[src/rtl/fbsra_pkg.sv]
// ----------------------------------------------------------------------------
// fbsra_pkg
// Widths, register indexes and shared types of the five-band RMS analyser.
// ----------------------------------------------------------------------------
package fbsra_pkg;

   localparam int SAMPLE_W    = 24;
   localparam int COEF_W      = 25;
   localparam int COEF_SHIFT  = 24;
   localparam int STATE_W     = 26;
   localparam int BAND_W      = 27;
   localparam int MUL_W       = 28;
   localparam int PROD_W      = 2 * MUL_W;
   localparam int SUM_W       = 61;
   localparam int RMS_W       = 24;
   localparam int NUM_FILTERS = 4;
   localparam int NUM_BANDS   = 5;

   // Square root of the quotient: radicand padded to an even width.
   localparam int RAD_W       = SUM_W + 1;
   localparam int ROOT_W      = RAD_W / 2;
   localparam int DIV_STEPS   = SUM_W;
   localparam int SQRT_STEPS  = ROOT_W;

   localparam int CSR_INDEX_W = 3;
   localparam int CSR_DATA_W  = COEF_W;

   localparam logic [COEF_W-1:0] COEF_UNITY = COEF_W'(1) << COEF_SHIFT;

   typedef enum logic [CSR_INDEX_W-1:0] {
      CSR_STEREO_MIX      = 3'd0,
      CSR_COEF_BAND_ONE   = 3'd1,
      CSR_COEF_BAND_TWO   = 3'd2,
      CSR_COEF_BAND_THREE = 3'd3,
      CSR_COEF_BAND_FOUR  = 3'd4
   } csr_index_type;

   typedef logic signed [SAMPLE_W-1:0] sample_type;
   typedef logic signed [STATE_W-1:0]  lowpass_type;
   typedef logic signed [BAND_W-1:0]   band_type;
   typedef logic        [SUM_W-1:0]    sum_type;
   typedef logic        [RMS_W-1:0]    rms_type;

   typedef struct packed {
      logic    done;
      rms_type rms;
   } root_status_type;

endpackage

[src/rtl/fbsra_if.sv]
// ----------------------------------------------------------------------------
// fbsra_req_if / fbsra_rsp_if
// Valid/ready channels carrying sample pairs in and band RMS results out.
// ----------------------------------------------------------------------------
interface fbsra_req_if;
   logic                     valid;
   logic                     ready;
   fbsra_pkg::sample_type    left_sample;
   fbsra_pkg::sample_type    right_sample;
   logic                     block_end;

   modport source (output valid, output left_sample, output right_sample,
                   output block_end, input ready);
   modport sink   (input valid, input left_sample, input right_sample,
                   input block_end, output ready);
endinterface

interface fbsra_rsp_if;
   logic                valid;
   logic                ready;
   fbsra_pkg::rms_type  rms_lowest;
   fbsra_pkg::rms_type  rms_second;
   fbsra_pkg::rms_type  rms_third;
   fbsra_pkg::rms_type  rms_fourth;
   fbsra_pkg::rms_type  rms_highest;

   modport source (output valid, output rms_lowest, output rms_second,
                   output rms_third, output rms_fourth, output rms_highest,
                   input ready);
   modport sink   (input valid, input rms_lowest, input rms_second,
                   input rms_third, input rms_fourth, input rms_highest,
                   output ready);
endinterface

[src/rtl/five_band_split_rms_analyser_core.sv]
// ----------------------------------------------------------------------------
// five_band_split_rms_analyser_core
// Four one-pole low-pass filters split a mono signal into five bands whose
// RMS values are reported once per analysis block.
//
// Usage: write stereo_mix and the four Q0.24 coefficients through the csr_
// port while the block is idle. Send one sample pair per transaction on
// req_bus; set block_end on the last pair of a block. Only that transaction
// produces a result on rsp_bus, carrying the five band RMS values.
// An ordinary sample is taken in the idle state; the four filter products then
// run through the shared 28x28 multiplier, and the five bands are squared and
// accumulated on that same multiplier. The block is not ready during that
// time. A block-end sample adds the bit-serial divide and square root of
// each band.
// The result sits in an output register; the core keeps taking samples while
// it waits, and stalls only when a new result is due before the old one left.
// Reset clears the filter states, energy sums and sample count, sets stereo
// mixing on and all coefficients to zero.
// ----------------------------------------------------------------------------
module five_band_split_rms_analyser_core #(
   parameter int MAX_BLOCK = 4096
) (
   input  logic                                    clock,
   input  logic                                    reset,
   fbsra_req_if.sink                               req_bus,
   fbsra_rsp_if.source                             rsp_bus,
   input  logic                                    csr_write_enable,
   input  logic [fbsra_pkg::CSR_INDEX_W-1:0]       csr_index,
   input  logic [fbsra_pkg::CSR_DATA_W-1:0]        csr_write_data
);

   localparam int CNT_W    = $clog2(MAX_BLOCK + 1);
   localparam int NF       = fbsra_pkg::NUM_FILTERS;
   localparam int NB       = fbsra_pkg::NUM_BANDS;
   localparam int STATE_W  = fbsra_pkg::STATE_W;
   localparam int MUL_W    = fbsra_pkg::MUL_W;
   localparam int PROD_W   = fbsra_pkg::PROD_W;
   localparam int SUM_W    = fbsra_pkg::SUM_W;
   localparam int SAMPLE_W = fbsra_pkg::SAMPLE_W;
   localparam int SHIFT    = fbsra_pkg::COEF_SHIFT;
   localparam int UPD_W    = PROD_W - SHIFT + 1;

   localparam logic [2:0] FILTER_LAST = 3'd4;
   localparam logic [2:0] SQUARE_LAST = 3'd5;
   localparam logic [2:0] BAND_LAST   = 3'(NB - 1);

   typedef enum logic [4:0] {
      ST_IDLE    = 5'b00001,
      ST_FILTER  = 5'b00010,
      ST_SQUARE  = 5'b00100,
      ST_ROOT    = 5'b01000,
      ST_PUBLISH = 5'b10000
   } state_type;

   state_type                     state_ff, state_in;
   logic [2:0]                    step_ff, step_in;
   logic                          stereo_mix_ff;
   logic [fbsra_pkg::COEF_W-1:0]  coef_ff [NF];
   fbsra_pkg::sample_type         mono_ff, mono_in;
   logic                          last_ff, last_in;
   fbsra_pkg::lowpass_type        lp_ff [NF];
   fbsra_pkg::lowpass_type        lp_in [NF];
   fbsra_pkg::lowpass_type        hold_ff, hold_in;
   fbsra_pkg::band_type           band_ff [NB];
   fbsra_pkg::band_type           band_in [NB];
   fbsra_pkg::sum_type            sum_ff [NB];
   fbsra_pkg::sum_type            sum_in [NB];
   logic [CNT_W-1:0]              cnt_ff, cnt_in;
   logic                          launched_ff, launched_in;
   fbsra_pkg::rms_type            res_ff [NB];
   fbsra_pkg::rms_type            res_in [NB];
   fbsra_pkg::rms_type            rsp_rms_ff [NB];
   fbsra_pkg::rms_type            rsp_rms_in [NB];
   logic                          rsp_valid_ff, rsp_valid_in;

   logic signed [SAMPLE_W:0]      pair_sum;
   logic [fbsra_pkg::COEF_W-1:0]  coef_sel;
   logic [fbsra_pkg::COEF_W-1:0]  coef_eff;
   logic signed [MUL_W-1:0]       mul_a;
   logic signed [MUL_W-1:0]       mul_b;
   logic signed [PROD_W-1:0]      product;
   logic signed [UPD_W-1:0]       upd_wide;
   fbsra_pkg::lowpass_type        lp_upd;
   logic [SUM_W:0]                acc_wide;
   fbsra_pkg::sum_type            acc_sat;
   logic                          root_start;
   fbsra_pkg::root_status_type    root_status;

   // ---------------------------------------------------------------- config
   always_ff @(posedge clock) begin
      if (reset) begin
         stereo_mix_ff <= 1'b1;
         for (int i = 0; i < NF; i++) begin
            coef_ff[i] <= '0;
         end
      end else if (csr_write_enable) begin
         case (fbsra_pkg::csr_index_type'(csr_index))
            fbsra_pkg::CSR_STEREO_MIX:      stereo_mix_ff <= csr_write_data[0];
            fbsra_pkg::CSR_COEF_BAND_ONE:   coef_ff[0]    <= csr_write_data;
            fbsra_pkg::CSR_COEF_BAND_TWO:   coef_ff[1]    <= csr_write_data;
            fbsra_pkg::CSR_COEF_BAND_THREE: coef_ff[2]    <= csr_write_data;
            fbsra_pkg::CSR_COEF_BAND_FOUR:  coef_ff[3]    <= csr_write_data;
            default: begin
            end
         endcase
      end
   end

   // ------------------------------------------------------------ datapath
   assign pair_sum = {req_bus.left_sample[SAMPLE_W-1], req_bus.left_sample}
                   + {req_bus.right_sample[SAMPLE_W-1], req_bus.right_sample};

   assign coef_sel = coef_ff[step_ff[1:0]];
   assign coef_eff = (coef_sel > fbsra_pkg::COEF_UNITY) ? fbsra_pkg::COEF_UNITY : coef_sel;

   always_comb begin
      if (state_ff == ST_SQUARE) begin
         mul_a = {band_ff[0][fbsra_pkg::BAND_W-1], band_ff[0]};
         mul_b = {band_ff[0][fbsra_pkg::BAND_W-1], band_ff[0]};
      end else begin
         mul_a = {{(MUL_W-fbsra_pkg::COEF_W){1'b0}}, coef_eff};
         mul_b = {{(MUL_W-SAMPLE_W){mono_ff[SAMPLE_W-1]}}, mono_ff}
               - {{(MUL_W-STATE_W){lp_ff[0][STATE_W-1]}}, lp_ff[0]};
      end
   end

   fbsra_mult u_mult (
      .clock     (clock),
      .operand_a (mul_a),
      .operand_b (mul_b),
      .product   (product)
   );

   // Filter update: the arithmetic shift of the product floors toward minus
   // infinity; the clamp would only matter for coefficients above Q0.24 one, which coef_eff never passes.
   always_comb begin
      upd_wide = {{(UPD_W-STATE_W){hold_ff[STATE_W-1]}}, hold_ff}
               + {product[PROD_W-1], product[PROD_W-1:SHIFT]};
      if (upd_wide[UPD_W-1:STATE_W-1] == '0 || upd_wide[UPD_W-1:STATE_W-1] == '1) begin
         lp_upd = upd_wide[STATE_W-1:0];
      end else if (upd_wide[UPD_W-1]) begin
         lp_upd = {1'b1, {(STATE_W-1){1'b0}}};
      end else begin
         lp_upd = {1'b0, {(STATE_W-1){1'b1}}};
      end
   end

   // The square is never negative, so the product bits are taken unsigned.
   assign acc_wide = {1'b0, sum_ff[0]} + {{(SUM_W+1-PROD_W){1'b0}}, product};
   assign acc_sat  = acc_wide[SUM_W] ? '1 : acc_wide[SUM_W-1:0];

   fbsra_root #(
      .DIVISOR_W (CNT_W)
   ) u_root (
      .clock    (clock),
      .reset    (reset),
      .start    (root_start),
      .dividend (sum_ff[0]),
      .divisor  (cnt_ff),
      .status   (root_status)
   );

   // ----------------------------------------------------------- sequencer
   always_comb begin
      state_in     = state_ff;
      step_in      = step_ff;
      mono_in      = mono_ff;
      last_in      = last_ff;
      lp_in        = lp_ff;
      hold_in      = hold_ff;
      band_in      = band_ff;
      sum_in       = sum_ff;
      cnt_in       = cnt_ff;
      launched_in  = launched_ff;
      res_in       = res_ff;
      rsp_rms_in   = rsp_rms_ff;
      rsp_valid_in = rsp_valid_ff & ~rsp_bus.ready;
      root_start   = 1'b0;
      case (state_ff)
         ST_IDLE: begin
            if (req_bus.valid) begin
               mono_in  = stereo_mix_ff ? pair_sum[SAMPLE_W:1] : req_bus.left_sample;
               last_in  = req_bus.block_end;
               step_in  = '0;
               state_in = ST_FILTER;
            end
         end
         ST_FILTER: begin
            // The filter states circulate as a ring; the head feeds the
            // multiplier while the previous product lands at the tail.
            hold_in = lp_ff[0];
            for (int i = 0; i < NF - 1; i++) begin
               lp_in[i] = lp_ff[i+1];
            end
            lp_in[NF-1] = lp_upd;
            step_in     = step_ff + 3'd1;
            if (step_ff == FILTER_LAST) begin
               band_in[0] = {lp_in[0][STATE_W-1], lp_in[0]};
               for (int i = 1; i < NF; i++) begin
                  band_in[i] = {lp_in[i][STATE_W-1], lp_in[i]}
                             - {lp_in[i-1][STATE_W-1], lp_in[i-1]};
               end
               band_in[NB-1] = {{(fbsra_pkg::BAND_W-SAMPLE_W){mono_ff[SAMPLE_W-1]}}, mono_ff}
                             - {lp_in[NF-1][STATE_W-1], lp_in[NF-1]};
               step_in  = '0;
               state_in = ST_SQUARE;
            end
         end
         ST_SQUARE: begin
            for (int i = 0; i < NB - 1; i++) begin
               band_in[i] = band_ff[i+1];
            end
            if (step_ff != 3'd0) begin
               for (int i = 0; i < NB - 1; i++) begin
                  sum_in[i] = sum_ff[i+1];
               end
               sum_in[NB-1] = acc_sat;
            end
            step_in = step_ff + 3'd1;
            if (step_ff == SQUARE_LAST) begin
               if (cnt_ff < CNT_W'(MAX_BLOCK)) begin
                  cnt_in = cnt_ff + CNT_W'(1);
               end
               step_in  = '0;
               state_in = last_ff ? ST_ROOT : ST_IDLE;
            end
         end
         ST_ROOT: begin
            if (!launched_ff) begin
               root_start  = 1'b1;
               launched_in = 1'b1;
            end else if (root_status.done) begin
               // Each finished band leaves its sum cleared behind it.
               launched_in = 1'b0;
               for (int i = 0; i < NB - 1; i++) begin
                  sum_in[i] = sum_ff[i+1];
                  res_in[i] = res_ff[i+1];
               end
               sum_in[NB-1] = '0;
               res_in[NB-1] = root_status.rms;
               step_in      = step_ff + 3'd1;
               if (step_ff == BAND_LAST) begin
                  step_in  = '0;
                  state_in = ST_PUBLISH;
               end
            end
         end
         ST_PUBLISH: begin
            if (!rsp_valid_ff || rsp_bus.ready) begin
               rsp_rms_in   = res_ff;
               rsp_valid_in = 1'b1;
               cnt_in       = '0;
               state_in     = ST_IDLE;
            end
         end
         default: begin
            state_in = ST_IDLE;
         end
      endcase
   end

   always_ff @(posedge clock) begin
      if (reset) begin
         state_ff     <= ST_IDLE;
         step_ff      <= '0;
         cnt_ff       <= '0;
         launched_ff  <= 1'b0;
         rsp_valid_ff <= 1'b0;
         for (int i = 0; i < NF; i++) begin
            lp_ff[i] <= '0;
         end
         for (int i = 0; i < NB; i++) begin
            sum_ff[i] <= '0;
         end
      end else begin
         state_ff     <= state_in;
         step_ff      <= step_in;
         cnt_ff       <= cnt_in;
         launched_ff  <= launched_in;
         rsp_valid_ff <= rsp_valid_in;
         lp_ff        <= lp_in;
         sum_ff       <= sum_in;
      end
   end

   always_ff @(posedge clock) begin
      mono_ff    <= mono_in;
      last_ff    <= last_in;
      hold_ff    <= hold_in;
      band_ff    <= band_in;
      res_ff     <= res_in;
      rsp_rms_ff <= rsp_rms_in;
   end

   assign req_bus.ready       = (state_ff == ST_IDLE);
   assign rsp_bus.valid       = rsp_valid_ff;
   assign rsp_bus.rms_lowest  = rsp_rms_ff[0];
   assign rsp_bus.rms_second  = rsp_rms_ff[1];
   assign rsp_bus.rms_third   = rsp_rms_ff[2];
   assign rsp_bus.rms_fourth  = rsp_rms_ff[3];
   assign rsp_bus.rms_highest = rsp_rms_ff[4];

   // ---------------------------------------------------------- assertions
   // All energy sums have been cleared by the time a result is published.
   a_sums_cleared: assert property (@(posedge clock) disable iff (reset)
      state_ff == ST_PUBLISH |-> sum_ff[0] == '0 && sum_ff[1] == '0 && sum_ff[2] == '0
                                 && sum_ff[3] == '0 && sum_ff[4] == '0)
      else $error("energy sums not cleared before publish");

   a_count_bound: assert property (@(posedge clock) disable iff (reset)
      cnt_ff <= CNT_W'(MAX_BLOCK))
      else $error("sample count above the block limit");

   a_root_done_owned: assert property (@(posedge clock) disable iff (reset)
      root_status.done |-> state_ff == ST_ROOT && launched_ff)
      else $error("root result arrived with no band in flight");

   a_publish_loads: assert property (@(posedge clock) disable iff (reset)
      state_ff == ST_PUBLISH && (!rsp_valid_ff || rsp_bus.ready)
      |=> rsp_valid_ff && cnt_ff == '0 && state_ff == ST_IDLE)
      else $error("result not loaded into the output register");

endmodule

[src/rtl/fbsra_mult.sv]
// ----------------------------------------------------------------------------
// fbsra_mult
// Shared signed multiplier with a registered product.
// ----------------------------------------------------------------------------
module fbsra_mult (
   input  logic                                clock,
   input  logic signed [fbsra_pkg::MUL_W-1:0]  operand_a,
   input  logic signed [fbsra_pkg::MUL_W-1:0]  operand_b,
   output logic signed [fbsra_pkg::PROD_W-1:0] product
);

   logic signed [fbsra_pkg::PROD_W-1:0] product_ff;

   always_ff @(posedge clock) begin
      product_ff <= operand_a * operand_b;
   end

   assign product = product_ff;

endmodule

[src/rtl/fbsra_root.sv]
// ----------------------------------------------------------------------------
// fbsra_root
// Bit-serial mean and square root: a restoring divide of the energy sum by
// the sample count, then a digit-by-digit root of the quotient, both on one
// shared compare-and-subtract datapath.
// ----------------------------------------------------------------------------
module fbsra_root #(
   parameter int DIVISOR_W = 13
) (
   input  logic                             clock,
   input  logic                             reset,
   input  logic                             start,
   input  fbsra_pkg::sum_type               dividend,
   input  logic [DIVISOR_W-1:0]             divisor,
   output fbsra_pkg::root_status_type       status
);

   localparam int SUB_W  = (DIVISOR_W + 1 > fbsra_pkg::ROOT_W + 4) ?
                           DIVISOR_W + 1 : fbsra_pkg::ROOT_W + 4;
   localparam int STEP_W = $clog2(fbsra_pkg::DIV_STEPS);
   localparam int SUM_W  = fbsra_pkg::SUM_W;
   localparam int RAD_W  = fbsra_pkg::RAD_W;
   localparam int ROOT_W = fbsra_pkg::ROOT_W;
   localparam int RMS_W  = fbsra_pkg::RMS_W;

   typedef enum logic [2:0] {
      R_IDLE   = 3'b001,
      R_DIVIDE = 3'b010,
      R_SQRT   = 3'b100
   } root_state_type;

   root_state_type        state_ff, state_in;
   logic [STEP_W-1:0]     step_ff, step_in;
   logic [RAD_W-1:0]      work_ff, work_in;
   logic [SUB_W-1:0]      rem_ff, rem_in;
   logic [ROOT_W-1:0]     root_ff, root_in;
   logic [DIVISOR_W-1:0]  divisor_ff, divisor_in;
   logic                  done_ff, done_in;
   fbsra_pkg::rms_type    rms_ff, rms_in;

   logic [SUB_W-1:0]      cand;
   logic [SUB_W-1:0]      operand;
   logic [SUB_W:0]        diff_wide;
   logic                  fits;

   // The one subtractor serves both the divide and the root steps.
   always_comb begin
      case (state_ff)
         R_DIVIDE: begin
            cand    = {rem_ff[SUB_W-2:0], work_ff[SUM_W-1]};
            operand = {{(SUB_W-DIVISOR_W){1'b0}}, divisor_ff};
         end
         R_SQRT: begin
            cand    = {rem_ff[SUB_W-3:0], work_ff[RAD_W-1:RAD_W-2]};
            operand = {{(SUB_W-ROOT_W-2){1'b0}}, root_ff, 2'b01};
         end
         default: begin
            cand    = '0;
            operand = '0;
         end
      endcase
      diff_wide = {1'b0, cand} - {1'b0, operand};
      fits      = ~diff_wide[SUB_W];
   end

   always_comb begin
      state_in   = state_ff;
      step_in    = step_ff;
      work_in    = work_ff;
      rem_in     = rem_ff;
      root_in    = root_ff;
      divisor_in = divisor_ff;
      done_in    = 1'b0;
      rms_in     = rms_ff;
      case (state_ff)
         R_IDLE: begin
            if (start) begin
               work_in    = {1'b0, dividend};
               divisor_in = divisor;
               rem_in     = '0;
               step_in    = '0;
               state_in   = R_DIVIDE;
            end
         end
         R_DIVIDE: begin
            rem_in  = fits ? diff_wide[SUB_W-1:0] : cand;
            work_in = {1'b0, work_ff[SUM_W-2:0], fits};
            step_in = step_ff + STEP_W'(1);
            if (step_ff == STEP_W'(fbsra_pkg::DIV_STEPS - 1)) begin
               rem_in   = '0;
               root_in  = '0;
               step_in  = '0;
               state_in = R_SQRT;
            end
         end
         R_SQRT: begin
            rem_in  = fits ? diff_wide[SUB_W-1:0] : cand;
            root_in = {root_ff[ROOT_W-2:0], fits};
            work_in = {work_ff[RAD_W-3:0], 2'b00};
            step_in = step_ff + STEP_W'(1);
            if (step_ff == STEP_W'(fbsra_pkg::SQRT_STEPS - 1)) begin
               done_in  = 1'b1;
               rms_in   = (|root_in[ROOT_W-1:RMS_W]) ? '1 : root_in[RMS_W-1:0];
               state_in = R_IDLE;
            end
         end
         default: begin
            state_in = R_IDLE;
         end
      endcase
   end

   always_ff @(posedge clock) begin
      if (reset) begin
         state_ff <= R_IDLE;
         done_ff  <= 1'b0;
      end else begin
         state_ff <= state_in;
         done_ff  <= done_in;
      end
   end

   always_ff @(posedge clock) begin
      step_ff    <= step_in;
      work_ff    <= work_in;
      rem_ff     <= rem_in;
      root_ff    <= root_in;
      divisor_ff <= divisor_in;
      rms_ff     <= rms_in;
   end

   assign status.done = done_ff;
   assign status.rms  = rms_ff;

endmodule

[src/flat_wrapper.sv]
// flat-port wrapper written by rule: the top's interface ports become plain ports
module five_band_split_rms_analyser_core_flat 
#(
   parameter int MAX_BLOCK = 4096
)
  (clock, reset, csr_write_enable, csr_index, csr_write_data, req_bus_valid, req_bus_left_sample, req_bus_right_sample, req_bus_block_end, req_bus_ready, rsp_bus_valid, rsp_bus_rms_lowest, rsp_bus_rms_second, rsp_bus_rms_third, rsp_bus_rms_fourth, rsp_bus_rms_highest, rsp_bus_ready);
  fbsra_req_if req_bus_i ();
  fbsra_rsp_if rsp_bus_i ();
  input  logic clock;
  input  logic reset;
  input  logic csr_write_enable;
  input  logic [fbsra_pkg::CSR_INDEX_W-1:0] csr_index;
  input  logic [fbsra_pkg::CSR_DATA_W-1:0] csr_write_data;
  input wire logic [$bits(req_bus_i.valid)-1:0] req_bus_valid;
  input wire logic [$bits(req_bus_i.left_sample)-1:0] req_bus_left_sample;
  input wire logic [$bits(req_bus_i.right_sample)-1:0] req_bus_right_sample;
  input wire logic [$bits(req_bus_i.block_end)-1:0] req_bus_block_end;
  output wire logic [$bits(req_bus_i.ready)-1:0] req_bus_ready;
  output wire logic [$bits(rsp_bus_i.valid)-1:0] rsp_bus_valid;
  output wire logic [$bits(rsp_bus_i.rms_lowest)-1:0] rsp_bus_rms_lowest;
  output wire logic [$bits(rsp_bus_i.rms_second)-1:0] rsp_bus_rms_second;
  output wire logic [$bits(rsp_bus_i.rms_third)-1:0] rsp_bus_rms_third;
  output wire logic [$bits(rsp_bus_i.rms_fourth)-1:0] rsp_bus_rms_fourth;
  output wire logic [$bits(rsp_bus_i.rms_highest)-1:0] rsp_bus_rms_highest;
  input wire logic [$bits(rsp_bus_i.ready)-1:0] rsp_bus_ready;
  assign req_bus_i.valid = req_bus_valid;
  assign req_bus_i.left_sample = req_bus_left_sample;
  assign req_bus_i.right_sample = req_bus_right_sample;
  assign req_bus_i.block_end = req_bus_block_end;
  assign req_bus_ready = req_bus_i.ready;
  assign rsp_bus_valid = rsp_bus_i.valid;
  assign rsp_bus_rms_lowest = rsp_bus_i.rms_lowest;
  assign rsp_bus_rms_second = rsp_bus_i.rms_second;
  assign rsp_bus_rms_third = rsp_bus_i.rms_third;
  assign rsp_bus_rms_fourth = rsp_bus_i.rms_fourth;
  assign rsp_bus_rms_highest = rsp_bus_i.rms_highest;
  assign rsp_bus_i.ready = rsp_bus_ready;
  five_band_split_rms_analyser_core #(.MAX_BLOCK(MAX_BLOCK)) u_core (.clock(clock), .reset(reset), .req_bus(req_bus_i), .rsp_bus(rsp_bus_i), .csr_write_enable(csr_write_enable), .csr_index(csr_index), .csr_write_data(csr_write_data));
endmodule
[config.mk]
export PLATFORM = sky130hd
export DESIGN_NAME = five_band_split_rms_analyser_core_flat
export DESIGN_NICKNAME = d
export VERILOG_FILES = /design/src/rtl/fbsra_pkg.sv /design/src/rtl/fbsra_if.sv /design/src/rtl/five_band_split_rms_analyser_core.sv /design/src/rtl/fbsra_mult.sv /design/src/rtl/fbsra_root.sv /design/src/flat_wrapper.sv
export SDC_FILE = /design/constraint.sdc
export NUM_CORES = 2
export LEC_CHECK = 0
export ABC_AREA = 1
export BUFFER_PORTS_ARGS = -buffer_cell sky130_fd_sc_hd__buf_2
export CAP_MARGIN = 0
export CORE_UTILIZATION = 35
export CTS_BUF_LIST = sky130_fd_sc_hd__clkbuf_2 sky130_fd_sc_hd__clkbuf_4 sky130_fd_sc_hd__clkbuf_8
export DETAILED_ROUTE_END_ITERATION = 10
export PLACE_DENSITY = 0.54
export SETUP_SLACK_MARGIN = 0.02
export SYNTH_ARGS = -nofsm -noshare
export SYNTH_HDL_FRONTEND = slang
export SYNTH_SLANG_ARGS = --single-unit
[constraint.sdc]
create_clock -name clock -period 11 [get_ports clock]
set_input_delay 2.2 -clock clock [delete_from_list [all_inputs] [get_ports clock]]
set_output_delay 2.2 -clock clock [all_outputs]
set_load 0.02 [all_outputs]
**Word-level counts from Yosys, hierarchy flattened**

Memories as Yosys holds them, arrays and structs flattened. A register that Yosys moved wholly into a read port is not among the register bits.
Index checks and enable logic that the tools add are counted.

- Equality and inequality tests: 29
- Add/subtract/negate cells: 12
- Multipliers: 1
- Shift operators: 0
- Div/mod/pow operators: 0
- Reductions and logical operators: 29
- Mux-type cells: 80
- Bitwise gates (word level): 8
- Order comparisons: 2

Operators with widths:

| operator | number |
|---|---|
| 305-bit two-way mux | 3 |
| 305-bit case mux with 2 select lines | 1 |
| 108-bit case mux with 2 select lines | 1 |
| 62-bit case mux with 3 select lines | 1 |
| 135-bit two-way mux | 1 |
| 25-bit two-way mux | 5 |
| 34-bit two-way mux | 3 |
| 34-bit case mux with 3 select lines | 1 |
| 26-bit by 26-bit subtractor with 27-bit output | 3 |
| 35-bit case mux with 2 select lines | 1 |
| 33-bit case mux with 2 select lines | 1 |
| 61-bit by 56-bit adder with 62-bit output | 1 |
| 62-bit two-way mux | 1 |
| 31-bit case mux with 2 select lines | 1 |
| 61-bit two-way mux | 1 |
| 28-bit by 28-bit multiplier with 56-bit output | 1 |
| 28-bit two-way mux | 2 |
| 24-bit by 26-bit subtractor with 27-bit output | 2 |
| 26-bit two-way mux | 2 |
| 13-bit two-way mux | 3 |
| 35-bit by 33-bit subtractor with 36-bit output | 1 |
| 5-bit two-way mux | 7 |
| 26-bit by 32-bit adder with 33-bit output | 1 |
| 31-bit two-way mux | 1 |
| other kinds (46) | 116 |

- Memory bits (writable): 100
- Bits in registers: 1089
- Bits in read-only memories: 0
- Output and inout port bits: 122
- Logic and storage cells: 204
- Bits in latches: 0
- Memories: 1

Memory list:

| memory | words | bits a word | read ports | clocked after Yosys merged registers in | write ports | line | source |
|---|---|---|---|---|---|---|---|
| u_core.coef_ff | 4 | 25 | 1 | 1 | 4 | five_band_split_rms_analyser_core.sv:58 | `logic [fbsra_pkg::COEF_W-1:0] coef_ff [NF];` |

**Logic depth before layout (Yosys ltp)**

- Depth after elaboration: 7
- Depth in mapped cells: 45
- Depth with buffers taken out: 42

**Hierarchy**

A second synthesis with hierarchy kept.

- Cell total of the unflattened synthesis: 11204
- Area, all modules: 91552.8 µm²

Modules (own cells, without submodules):

| module | cells an instance | area each (µm²) | times used | sequential area each (µm²) |
|---|---|---|---|---|
| five_band_split_rms_analyser_core | 5880 | 49466.2 | 1 | 24503.5 |
| fbsra_mult | 4022 | 31571.5 | 1 | 1121.1 |
| fbsra_root | 1302 | 10515.1 | 1 | 5185.0 |

**Least setup slack after synthesis**

OpenSTA, ideal clock, no wires.

- Path type: register to register
- From: register u_core.state_ff[1]
- To: register u_core.sum_ff[24] in the netlist's numbering
- Path buffers: 3
- Arrival: 10.471 ns
- Stages on the path, launching flop included: 11
- Setup slack: 0.397 ns
- Cells stage by stage: dfxtp_1 -> nor2_1 -> nand4_1 -> nor3_1 -> or2_2 -> clkbuf_1 -> inv_2 -> clkbuf_1 -> clkbuf_1 -> nand2_1 -> a21oi_1

- Longest elaborated chain between the ends: 3
- Elaborated cells on any way between the ends: 8
- Those cells by class: 5 x eq/ne; 1 x mux; 2 x reduce/logical

RTL lines:

| what | line | source |
|---|---|---|
| start, declared | five_band_split_rms_analyser_core.sv:55 | `state_type state_ff, state_in;` |
| start signal, assigned | five_band_split_rms_analyser_core.sv:276 | `state_ff <= state_in;` |
| 5-bit by 3-bit equality test with 1-bit output or 5-bit by 4-bit equality test with 1-bit output (tied branches) | five_band_split_rms_analyser_core.sv:179 | `case (state_ff)` |
| 2-bit != test (no source line), or another cell as far along | - |  |
| 4-bit AND reduction (no source line) | - |  |
| end signal, assigned | five_band_split_rms_analyser_core.sv:282 | `sum_ff <= sum_in;` |
| end, declared | five_band_split_rms_analyser_core.sv:66 | `fbsra_pkg::sum_type sum_ff [NB];` |

Parallel ways exist; a longest one is shown, timed or not.
A chain may end at the register's enable or synchronous reset.

**Worst setup path in the final report**

- From: register u_core.lp_ff[85] in the netlist's numbering
- To: register u_core.u_mult.product_ff, in the netlist u_core.u_mult.product[43]

- Longest elaborated chain between the ends: 3

RTL lines:

| what | line | source |
|---|---|---|
| start, declared | five_band_split_rms_analyser_core.sv:61 | `fbsra_pkg::lowpass_type lp_ff [NF];` |
| start signal, assigned | five_band_split_rms_analyser_core.sv:281 | `lp_ff <= lp_in;` |
| 24-bit by 26-bit subtractor with 27-bit output | five_band_split_rms_analyser_core.sv:123 | `- {{(MUL_W-STATE_W){lp_ff[0][STATE_W-1]}}, lp_ff[0]};` |
| 28-bit two-way mux | five_band_split_rms_analyser_core.sv:117 | `if (state_ff == ST_SQUARE) begin` |
| 28-bit by 28-bit multiplier with 56-bit output | fbsra_mult.sv:15 | `product_ff <= operand_a * operand_b;` |
| end signal, assigned | fbsra_mult.sv:15 |  |
| end, declared | fbsra_mult.sv:12 | `logic signed [fbsra_pkg::PROD_W-1:0] product_ff;` |

Every way passes these cells.

==> impl_metrics.toml <==
[grt]
antenna_found_initial = 14
grt_pass1_vias = 75494
grt_util_all_layers = 0.245
grt_max_degree = 178
grt_pass1_wl_um = 473000
grt_overflow = 0

[sta]
hold_viol = 0
slew_headroom = 0.157
grt_setup_unrepaired = "no"
fin_crit_ns = 10.49
slew_violations = 0
finalCritPeriodShare = 0.954
max_freq_mhz = 95.3
tightest_slew_ns = 1.25
finalSetupViolCount = 0
setup_slack_ns = 0.506
finalSetupTns_ns = 0
finClkSkew_ns = 0.102

[yosys]
synth.avg_cell_area_um2 = 8.50
netlist_instances = 10449
ys_ff_latch = 1191
synth_seq_area_share = 0.347
synth-main-ff-cell = "edfxtp_1"
synth.distinct_cells = 60
syn_nets = 11809
ys_warn_count = 0
synth_edf_count = 696
synthArstFlopShare = 0
synth_area_um2 = 88800

[routing]
routed_via_density = 5.17
wl_per_cell_um = 22.3
drtPass1Iterations = 11
first_iter_violations = 5969
final_antenna_net_count = 0
num_vias = 73244
route.detailed.drc = 2
finalWirelength_um = 316000

[critical_path]
path_common_cell = "fa_1"
worst-setup-path-type = "flip-flop to flip-flop"
end_kind = "flip-flop"
arrival_ns = 11.40
cp.required_ns = 11.90
path_max_fanout = 12
start_kind = "flip-flop"
slowest_delay_ns = 0.99
crit_slowest_cell = "o21ai_0"

[clock_tree]
cts_hold_buf = 0
ctsRootBufferMaster = "clkbuf_8"
cts_setup_buffers = 0
htree_levels = 4
clkTransAtPathRegs_ns = 0.07
cts_tree = "done"
clock-sinks = 1191
cts_made_buffers = 209
cts-resized-gates = 0
clock_path_buffers = 3
clk_latency_ns = 0.99

[final_layout]
final_nets = 11979
drive_gt1_frac = 0.0780
synthToLayoutAreaGrowth_pct = 11.0
final_cells = 14177
fill_cells = 25681

[placed_design]
gp_congestion = 0.992
pre_cts_ws_ns = 0.702
portBuffers = 203
dpl.hpwl_um = 247000
placed_cells = 13756

[floorplan]
initial_core_util = 0.353
die_h_um = 506
die_w_um = 506
io_pins = 204
rows = 184
dieArea_um2 = 256000
core_area_um2 = 252000

[outcome]
status = "complete, but fails checks"
violations = "DRC"

[flow_run]
max-cap-violations = 0

[worst_hold_path]
hold_class = "flip-flop to flip-flop"
-- layout make-up --
type	instances	area, um2	area share
repair buffers	362	2240	0.0228
flip-flops and latches	1191	30800	0.313
clock buffers	310	3830	0.0389
multi-input cells	7113	49800	0.505
clock inverters	83	1030	0.0105
diodes	28	70.1	0.000711
well taps	3348	4190	0.0425
inverters	1742	6560	0.0666
-- final timing paths --
kind                                          from                            to  slack, ns  depth (start not counted)
worst max-delay path              u_core.lp_ff[85]     u_core.u_mult.product[43]       0.51                         36
worst min register to register  u_core.res_ff[101]  u_core.rsp_bus.rms_lowest[5]       0.38                          0
worst max register to register    u_core.lp_ff[85]     u_core.u_mult.product[43]       0.51                         36
worst min-delay path            u_core.res_ff[101]  u_core.rsp_bus.rms_lowest[5]       0.38                          0
-- state kept, by name, indices dropped and copies added, names as in the netlist, 24 cells and up, named ones only --
signal and flops:
u_core.band_ff 135, u_core.coef_ff 100, u_core.hold_ff 26, u_core.lp_ff 104, u_core.mono_ff 24, u_core.res_ff 120
u_core.rsp_bus.rms_fourth 24, u_core.rsp_bus.rms_highest 24, u_core.rsp_bus.rms_lowest 24, u_core.rsp_bus.rms_second 24, u_core.rsp_bus.rms_third 24, u_core.sum_ff 305
u_core.u_mult.product 56, u_core.u_root.rem_ff 34, u_core.u_root.rms_ff 24, u_core.u_root.root_ff 31, u_core.u_root.work_ff 62
-- logic make-up after synthesis --
kind of cell | after synthesis | synth area share
buf+inv | 2145 | 0.0937
compound gates | 1775 | 0.110
xor+xnor | 221 | 0.0218
fa+ha+maj | 1278 | 0.249
flops | 1191 | 0.347
simple gates | 3839 | 0.179
-- cells in the mapped netlist, drive strengths merged (12+ instances only) --
library cell	count	area [um2]
nor2	841	3180
xnor2	84	736
xor2	137	1200
edfxtp	696	20900
o221ai	68	596
o22ai	38	238
o21bai	29	229
a21oi	930	4650
nand3b	42	315
a21o	46	345
clkbuf	274	1030
nand2	2161	8230
a21boi	21	161
a31oi	54	344
dfxtp	495	9910
o21ai	517	2590
inv	1733	6500
a211oi	17	128
or2	25	156
buf	129	748
o21a	14	105
ha	465	5820
nand3	622	3120
nor3	65	340
nand4	48	307
o31ai	12	90.1
fa	813	16300
nor4	19	119
-- through the flow --
| stage | hold slack (ns) | utilization | cell area (um2) |
|---|---|---|---|
| floorplan | 0.400 | - | 88800 |
| global placement | 0.400 | 0.372 | 93600 |
| detailed placement | 0.405 | 0.372 | 93600 |
| CTS | 0.367 | 0.391 | 98500 |
| global route | 0.386 | 0.392 | 98500 |
| finish | 0.381 | 0.392 | 98500 |
-- critical path, delay by kind of cell, from the launching register on --
| kind | cells | cell delay (ns) |
|---|---|---|
| flops | 1 | 0.37 |
| fa+ha+maj | 10 | 4.72 |
| simple gates | 8 | 0.73 |
| compound gates | 9 | 2.88 |
| buf+inv | 8 | 1.57 |
| xor+xnor | 1 | 0.13 |
-- placed cells by master, fill, tap and decap left out, types with 28 or more instances in the layout --
master	n
nand4_1	47
diode_2	28
o221ai_1	68
edfxtp_1	696
inv_1	1727
nor2_1	827
clkbuf_4	70
ha_1	465
dfxtp_1	494
a31oi_1	53
a21oi_1	921
nand3_1	620
nor3_1	61
nand3b_1	42
a21o_1	46
o21bai_1	28
xor2_1	137
xnor2_1	84
fa_1	813
nand2_1	2126
o22ai_1	38
buf_4	157
o21ai_0	507
clkbuf_8	240
buf_2	202
-- metal layers --
metal	share of wire	vias up	GRT usage	routed length (um)
li1	-	34069	-	-
met1	0.43	36156	0.315	135000
met2	0.46	2387	0.403	146000
met3	0.064	630	0.0437	20100
met4	0.046	2	0.107	14700
met5	0.000041	-	0	13
Power is not shown: default switching activity piles up to over one toggle a cycle in this logic, so the estimate is an artifact.
